==> config.mk <==
export PLATFORM = sky130hd
export DESIGN_NAME = elf_build_id_note_parser_core
export DESIGN_NICKNAME = d
export VERILOG_FILES = /design/src/rtl/core/ebid_pkg.sv /design/src/rtl/core/elf_build_id_note_parser_core.sv
export SDC_FILE = /design/constraint.sdc
export NUM_CORES = 1
export LEC_CHECK = 0
export ABC_AREA = 1
export BUFFER_PORTS_ARGS = -buffer_cell sky130_fd_sc_hd__buf_4
export CAP_MARGIN = 20
export CORE_ASPECT_RATIO = 2
export CORE_MARGIN = 8
export CORE_UTILIZATION = 35
export CTS_CLUSTER_SIZE = 25
export DETAILED_ROUTE_END_ITERATION = 10
export PLACE_DENSITY = 0.46
export SLEW_MARGIN = 20
export SYNTH_ARGS = -nofsm -noshare
export SYNTH_HDL_FRONTEND = slang
export SYNTH_SLANG_ARGS = --single-unit
==> constraint.sdc <==
create_clock -name clk -period 10.6 [get_ports clk]
set_input_delay 1.06 -clock clk [delete_from_list [all_inputs] [get_ports clk]]
set_output_delay 1.06 -clock clk [all_outputs]
set_load 0.03 [all_outputs]
==> src/rtl/core/ebid_pkg.sv <==
// Package for the build-ID note parser: transfer payload types, parser phase
// encoding and note format constants. No dependencies.
`default_nettype none

package ebid_pkg;

  localparam int LENGTH_BITS_DEF = 32;
  localparam int HEADER_BYTES    = 12;
  localparam int REM_BITS        = 34;
  localparam logic [31:0] BUILD_ID_TYPE = 32'd3;
  localparam logic [32:0] PAD_ADD       = 33'd3;

  typedef enum logic [2:0] {
    PH_HEADER,
    PH_TO_DESC,
    PH_EMIT,
    PH_SKIP,
    PH_DONE
  } phase_t;

  typedef struct packed {
    logic [7:0]  data_byte;
    logic        first_of_region;
    logic [31:0] region_length;
  } in_item_t;

  typedef struct packed {
    logic [7:0] id_byte;
    logic       is_last;
  } out_item_t;

endpackage

`default_nettype wire

==> src/rtl/core/elf_build_id_note_parser_core.sv <==
// Top level of the build-ID note parser: walks note headers byte by byte and
// forwards the descriptor bytes of the first build-ID note. Depends on ebid_pkg.
`default_nettype none

//  channel | ports                          | direction | payload
//  input   | in_valid, in_stall, in_item    | in        | in_item_t
//  result  | out_valid, out_stall, out_item | out       | out_item_t
//
//  One byte is taken per cycle while in_stall is low; a result byte appears
//  in the output register the cycle after its byte is transferred, at most
//  one result per byte. The single output register sets the rate: in_stall
//  rises only while that register is full and the result side stalls.
//  Synchronous active-low reset leaves the parser waiting for a region start.
module elf_build_id_note_parser_core
  import ebid_pkg::*;
#(
  parameter int LENGTH_BITS = LENGTH_BITS_DEF
) (
  input  wire logic      clk,
  input  wire logic      rst_n,
  input  wire logic      in_valid,
  output      logic      in_stall,
  input  wire in_item_t  in_item,
  output      logic      out_valid,
  input  wire logic      out_stall,
  output      out_item_t out_item
);

  localparam int SUM_BITS = 35;

  logic [LENGTH_BITS-1:0] rsize_r, rsize_nxt;
  logic [LENGTH_BITS-1:0] pos_r, pos_nxt;
  logic [3:0]             hdr_r, hdr_nxt;
  logic [REM_BITS-1:0]    rem_r, rem_nxt;
  logic [31:0]            name_r, name_nxt;
  logic [31:0]            desc_r, desc_nxt;
  logic [31:0]            kind_r, kind_nxt;
  phase_t                 phase_r, phase_nxt;
  logic                   out_valid_r, out_valid_nxt;
  out_item_t              out_item_r, out_item_nxt;

  logic                   accept;
  logic                   emit;
  logic [LENGTH_BITS-1:0] cur_rsize;
  logic [LENGTH_BITS-1:0] cur_pos;
  logic [LENGTH_BITS-1:0] pos_inc;
  logic [3:0]             cur_hdr;
  phase_t                 cur_phase;
  logic [32:0]            name_pad;
  logic [32:0]            desc_pad;
  logic [SUM_BITS-1:0]    desc_end;
  logic                   desc_fits;
  logic [REM_BITS-1:0]    skip_len;
  logic [4:0]             lane_sh;

  assign in_stall  = out_valid_r & out_stall;
  assign accept    = in_valid & ~in_stall;
  assign out_valid = out_valid_r;
  assign out_item  = out_item_r;

  assign cur_rsize = in_item.first_of_region ? in_item.region_length[LENGTH_BITS-1:0] : rsize_r;
  assign cur_pos   = in_item.first_of_region ? '0 : pos_r;
  assign cur_hdr   = in_item.first_of_region ? 4'd0 : hdr_r;
  assign cur_phase = in_item.first_of_region ? PH_HEADER : phase_r;
  assign pos_inc   = cur_pos + 1'b1;
  assign lane_sh   = {cur_hdr[1:0], 3'b000};

  always_comb begin
    name_nxt = name_r;
    desc_nxt = desc_r;
    kind_nxt = kind_r;
    unique case (cur_hdr[3:2])
      2'd0:    name_nxt[lane_sh +: 8] = in_item.data_byte;
      2'd1:    desc_nxt[lane_sh +: 8] = in_item.data_byte;
      default: kind_nxt[lane_sh +: 8] = in_item.data_byte;
    endcase
  end

  assign name_pad  = ({1'b0, name_nxt} + PAD_ADD) & ~33'd3;
  assign desc_pad  = ({1'b0, desc_nxt} + PAD_ADD) & ~33'd3;
  assign desc_end  = SUM_BITS'(pos_inc) + SUM_BITS'(name_pad) + SUM_BITS'(desc_nxt);
  assign desc_fits = desc_end <= SUM_BITS'(cur_rsize);
  assign skip_len  = REM_BITS'(name_pad) + REM_BITS'(desc_pad);

  always_comb begin
    rsize_nxt = rsize_r;
    pos_nxt   = pos_r;
    hdr_nxt   = hdr_r;
    rem_nxt   = rem_r;
    phase_nxt = phase_r;
    if (accept) begin
      rsize_nxt = cur_rsize;
      pos_nxt   = cur_pos;
      hdr_nxt   = cur_hdr;
      phase_nxt = cur_phase;
      if (cur_phase != PH_DONE) begin
        if (cur_pos >= cur_rsize) begin
          phase_nxt = PH_DONE;
        end else begin
          pos_nxt = pos_inc;
          unique case (cur_phase)
            PH_HEADER: begin
              hdr_nxt = cur_hdr + 4'd1;
              if (cur_hdr == 4'(HEADER_BYTES - 1)) begin
                hdr_nxt = 4'd0;
                if (kind_nxt == BUILD_ID_TYPE && desc_nxt != 32'd0 && desc_fits) begin
                  if (name_pad == 33'd0) begin
                    phase_nxt = PH_EMIT;
                    rem_nxt   = REM_BITS'(desc_nxt);
                  end else begin
                    phase_nxt = PH_TO_DESC;
                    rem_nxt   = REM_BITS'(name_pad);
                  end
                end else if (skip_len == '0) begin
                  phase_nxt = PH_HEADER;
                end else begin
                  phase_nxt = PH_SKIP;
                  rem_nxt   = skip_len;
                end
              end
            end
            PH_TO_DESC: begin
              rem_nxt = rem_r - 1'b1;
              if (rem_r == REM_BITS'(1)) begin
                phase_nxt = PH_EMIT;
                rem_nxt   = REM_BITS'(desc_r);
              end
            end
            PH_EMIT: begin
              rem_nxt = rem_r - 1'b1;
              if (rem_r == REM_BITS'(1)) begin
                phase_nxt = PH_DONE;
              end
            end
            PH_SKIP: begin
              rem_nxt = rem_r - 1'b1;
              if (rem_r == REM_BITS'(1)) begin
                phase_nxt = PH_HEADER;
                hdr_nxt   = 4'd0;
              end
            end
            default: phase_nxt = PH_DONE;
          endcase
        end
      end
    end
  end

  always_comb begin
    emit = accept && cur_phase == PH_EMIT && cur_pos < cur_rsize;
    out_item_nxt = out_item_r;
    if (emit) begin
      out_item_nxt.id_byte = in_item.data_byte;
      out_item_nxt.is_last = rem_r == REM_BITS'(1);
    end
    if (emit) begin
      out_valid_nxt = 1'b1;
    end else if (!out_stall) begin
      out_valid_nxt = 1'b0;
    end else begin
      out_valid_nxt = out_valid_r;
    end
  end

  always_ff @(posedge clk) begin
    if (!rst_n) begin
      rsize_r     <= '0;
      pos_r       <= '0;
      hdr_r       <= 4'd0;
      rem_r       <= '0;
      phase_r     <= PH_DONE;
      out_valid_r <= 1'b0;
    end else begin
      rsize_r     <= rsize_nxt;
      pos_r       <= pos_nxt;
      hdr_r       <= hdr_nxt;
      rem_r       <= rem_nxt;
      phase_r     <= phase_nxt;
      out_valid_r <= out_valid_nxt;
    end
  end

  always_ff @(posedge clk) begin
    if (accept) begin
      name_r <= name_nxt;
      desc_r <= desc_nxt;
      kind_r <= kind_nxt;
    end
    out_item_r <= out_item_nxt;
  end

endmodule

`default_nettype wire
==> impl_metrics.csv <==
group,metric,value,unit
timing,max_freq,0.108,GHz
critical_path,end_kind,"register",
layout,fin_cells,4122,
timing,drv_slew,0,
layout,layout-drive-gt1-share,7.18,%
global_route,first_global_vias,20764,
critical_path,arrival,9780,ps
logic_synthesis,synth_area,21300,um2
cts,cts_tree,"built",
critical_path,cp.buffers_inverters,9,
cts,clockBufferDepth,3,
routing,ant_nets,0,
routing,wl_per_cell,21.5,um
cts,numClockSinks,211,
critical_path,crit_type,"in2reg",
routing,route.detailed.drc,0,
placement,place_congestion,1.00,
cts,cts_root_buffer,"clkbuf_16",
routing,drtIter0Drc,1825,
die,core-area,60500,um2
run,cap_violations,0,
timing,tns,0,ps
die,fp.dieArea,69500,um2
critical_path,slowest_delay,530,ps
cts,clk_latency,580,ps
logic_synthesis,synth_cells,3295,
global_route,track_usage,25.1,%
layout,antenna-diode-count,0,
pwr,finalPower,3.22,mW
cts,postCtsResizedCells,0,
die,initial_core_util,35.2,%
logic_synthesis,synth_edf_count,105,
pwr,peakVddDrop,0.106,mV
logic_synthesis,synth-seq-cells,211,
timing,hold_viol,0,
layout,area_growth,9.25,%
critical_path,critical_path.most_common_cell,"nand2_1",
routing,vias,21604,
cts,h-tree-depth,1,
timing,relSlewSlack,39.8,%
critical_path,cp-start-kind,"input pin",
cts,numCtsBuffers,24,
run_status,outcome,"finished, final reports clean",
routing,firstDrtPassIters,6,
layout,nets,3537,
logic_synthesis,syn_avg_cell_area,6.47,um2
logic_synthesis,seq_area_frac_synth,24.7,%
pwr,power.leakage,11.1,nW
critical_path,rrSetupSlack,1450,ps
placement,io_buffers,55,
die,die_w,191,um
placement,dp_hpwl,72.7,mm
timing,max_slew.worst_pin.slew,896,ps
die,dieHeight,365,um
logic_synthesis,async_reset_ff_share,0,%
pwr,p_per_area,138,nW/um2
layout,utilization,38.5,%
cts,ctsHoldBuffers,0,
cts,cts_setup_buffers,0,
placement,dp.cells,4078,
die,ios,56,
routing,viasPerCell,5.24,
critical_path,cp_max_fo,34,
global_route,grt_max_degree,83,
timing,rsz0062_at_grt,"false",
timing,setup_viol,0,
timing,period_needed,9270,ps
hold_path,hold_path.class,"reg2reg",
critical_path,cpLargestDelayFamily,"simple AND/OR/NAND/NOR gates",
routing,wl,88.8,mm
timing,clock_skew,34.6,ps
logic_synthesis,synth_ff_type,"dfxtp_1",
timing,min_period_over_period,87.5,%
logic_synthesis,ys_types,59,
global_route,grt_overflow_total,0,
critical_path,worst_ep_required_time,11110,ps
die,num_rows,128,
global_route,antenna_found_initial,0,
global_route,grt_pass1_wl,132,mm
logic_synthesis,synth-warning-count,0,
critical_path,slowest_stage,"fa_1",
logic_synthesis,synth_nets,3508,
cts,clk_pin_slew,60,ps
[cell usage after synthesis, drive strengths merged, types with 2 or more instances]
master / n / area share, %
o211ai: 27 / 0.95
a31oi: 5 / 0.15
nand2: 928 / 17
a211oi: 37 / 1.3
fa: 32 / 3.0
dfxtp: 106 / 10
xor2: 92 / 3.8
nand3b: 6 / 0.21
nor2: 432 / 8.4
o221ai: 3 / 0.12
o21ai: 164 / 4.1
o2111ai: 2 / 0.082
nor4: 18 / 0.53
or2: 8 / 0.23
mux2i: 31 / 1.5
xnor2: 18 / 0.74
a21oi: 182 / 4.3
nand3: 193 / 4.7
nand4: 79 / 2.4
buf: 41 / 1.4
o21bai: 7 / 0.25
a32oi: 2 / 0.082
clkbuf: 44 / 0.77
o21a: 7 / 0.25
o22ai: 16 / 0.47
inv: 492 / 8.7
a32o: 2 / 0.094
o31ai: 3 / 0.11
a21boi: 3 / 0.11
nor3: 56 / 1.3
a21o: 8 / 0.28
ha: 136 / 8.0
edfxtp: 105 / 15
clkinv: 3 / 0.053
[cell type report]
type / instances / area [um2]
clock inverters: 14 / 139
repair buffers: 88 / 673
clock buffers: 30 / 623
flip-flops and latches: 211 / 5280
well taps: 780 / 976
inverters: 495 / 1870
fillers: 6776 / 37300
multi-input cells: 2504 / 13700
[placed cells by master, fill, tap and decap left out, types with 10 or more instances in the layout]
| cell type | count |
|---|---|
| dfxtp_1 | 106 |
| edfxtp_1 | 105 |
| buf_4 | 87 |
| nand4_1 | 78 |
| nor2_1 | 397 |
| nor2_4 | 10 |
| nor4_1 | 18 |
| a211oi_1 | 37 |
| o21ai_2 | 10 |
| xnor2_1 | 18 |
| fa_1 | 32 |
| nor2_2 | 23 |
| inv_1 | 465 |
| nand2_2 | 19 |
| clkbuf_16 | 24 |
| inv_2 | 26 |
| nand3_1 | 188 |
| mux2i_1 | 31 |
| o22ai_1 | 16 |
| o21ai_0 | 112 |
| ha_1 | 136 |
| o211ai_1 | 27 |
| o21ai_1 | 40 |
| nand2_1 | 905 |
| nor3_1 | 55 |
| a21oi_1 | 178 |
| xor2_1 | 92 |
[routing by layer]
metal	up-vias	GRT usage [%]	routed length, um
li1	10784	-	-
met1	10043	31.7	38300
met2	627	41.8	41300
met3	150	1.78	3580
met4	0	14.1	5550
met5	-	0	0
[sequential cells by signal, indices dropped and copies added, names as in the netlist]
signal and flops:
rem_r 34, pos_r 32, name_r 32, phase_r 3, rsize_r 32, kind_r 32
out_valid 1, desc_r 32, out_item 9, hdr_r 4
[worst paths after layout]
check	start	end	depth (start not counted)
setup reg to reg	hdr_r[1]	rem_r[0]	43
hold reg to reg	rsize_r[0]	rsize_r[0]	2
setup / recovery	in_item[32]	rem_r[0]	44
hold / removal	rsize_r[0]	rsize_r[0]	2
[cells by family (layout without fill, tap and decap cells)]
| family | count (synthesis) | in the layout | share of synthesized area (%) |
|---|---|---|---|
| muxes | 31 | 31 | 1.46 |
| AOI/OAI and AO/OA | 473 | 473 | 12.9 |
| buffers and inverters | 580 | 627 | 10.9 |
| and+or+nand+nor | 1722 | 1722 | 34.5 |
| xor gates and xnor gates | 110 | 110 | 4.52 |
| DFF | 211 | 211 | 24.7 |
| adders and majority gates | 168 | 168 | 11.0 |
[power by group]
part	internal, mW	total [mW]	switching, mW	leakage, nW
combinational	0.459	1.42	0.957	8.85
clock	0.468	0.858	0.389	0.365
sequential	0.917	0.949	0.0322	1.89
[worst reg2reg max path: cells and delay by family, from the launching register on]
kind	cells	cell delay, ps
flops	1	360
buf+inv	8	1280
fa+ha+maj	4	1510
compound gates	11	2010
simple gates	19	3760
xor+xnor	1	150
[through the flow]
stage,area [um2],hold slack (ps),worst slack (ps)
global placement,22500,435,1140
floorplan,21300,425,2720
CTS,23300,457,1520
global route,23300,481,738
detailed placement,22500,444,976
finish,23300,453,1330
Power figures use the tool's default switching activity.
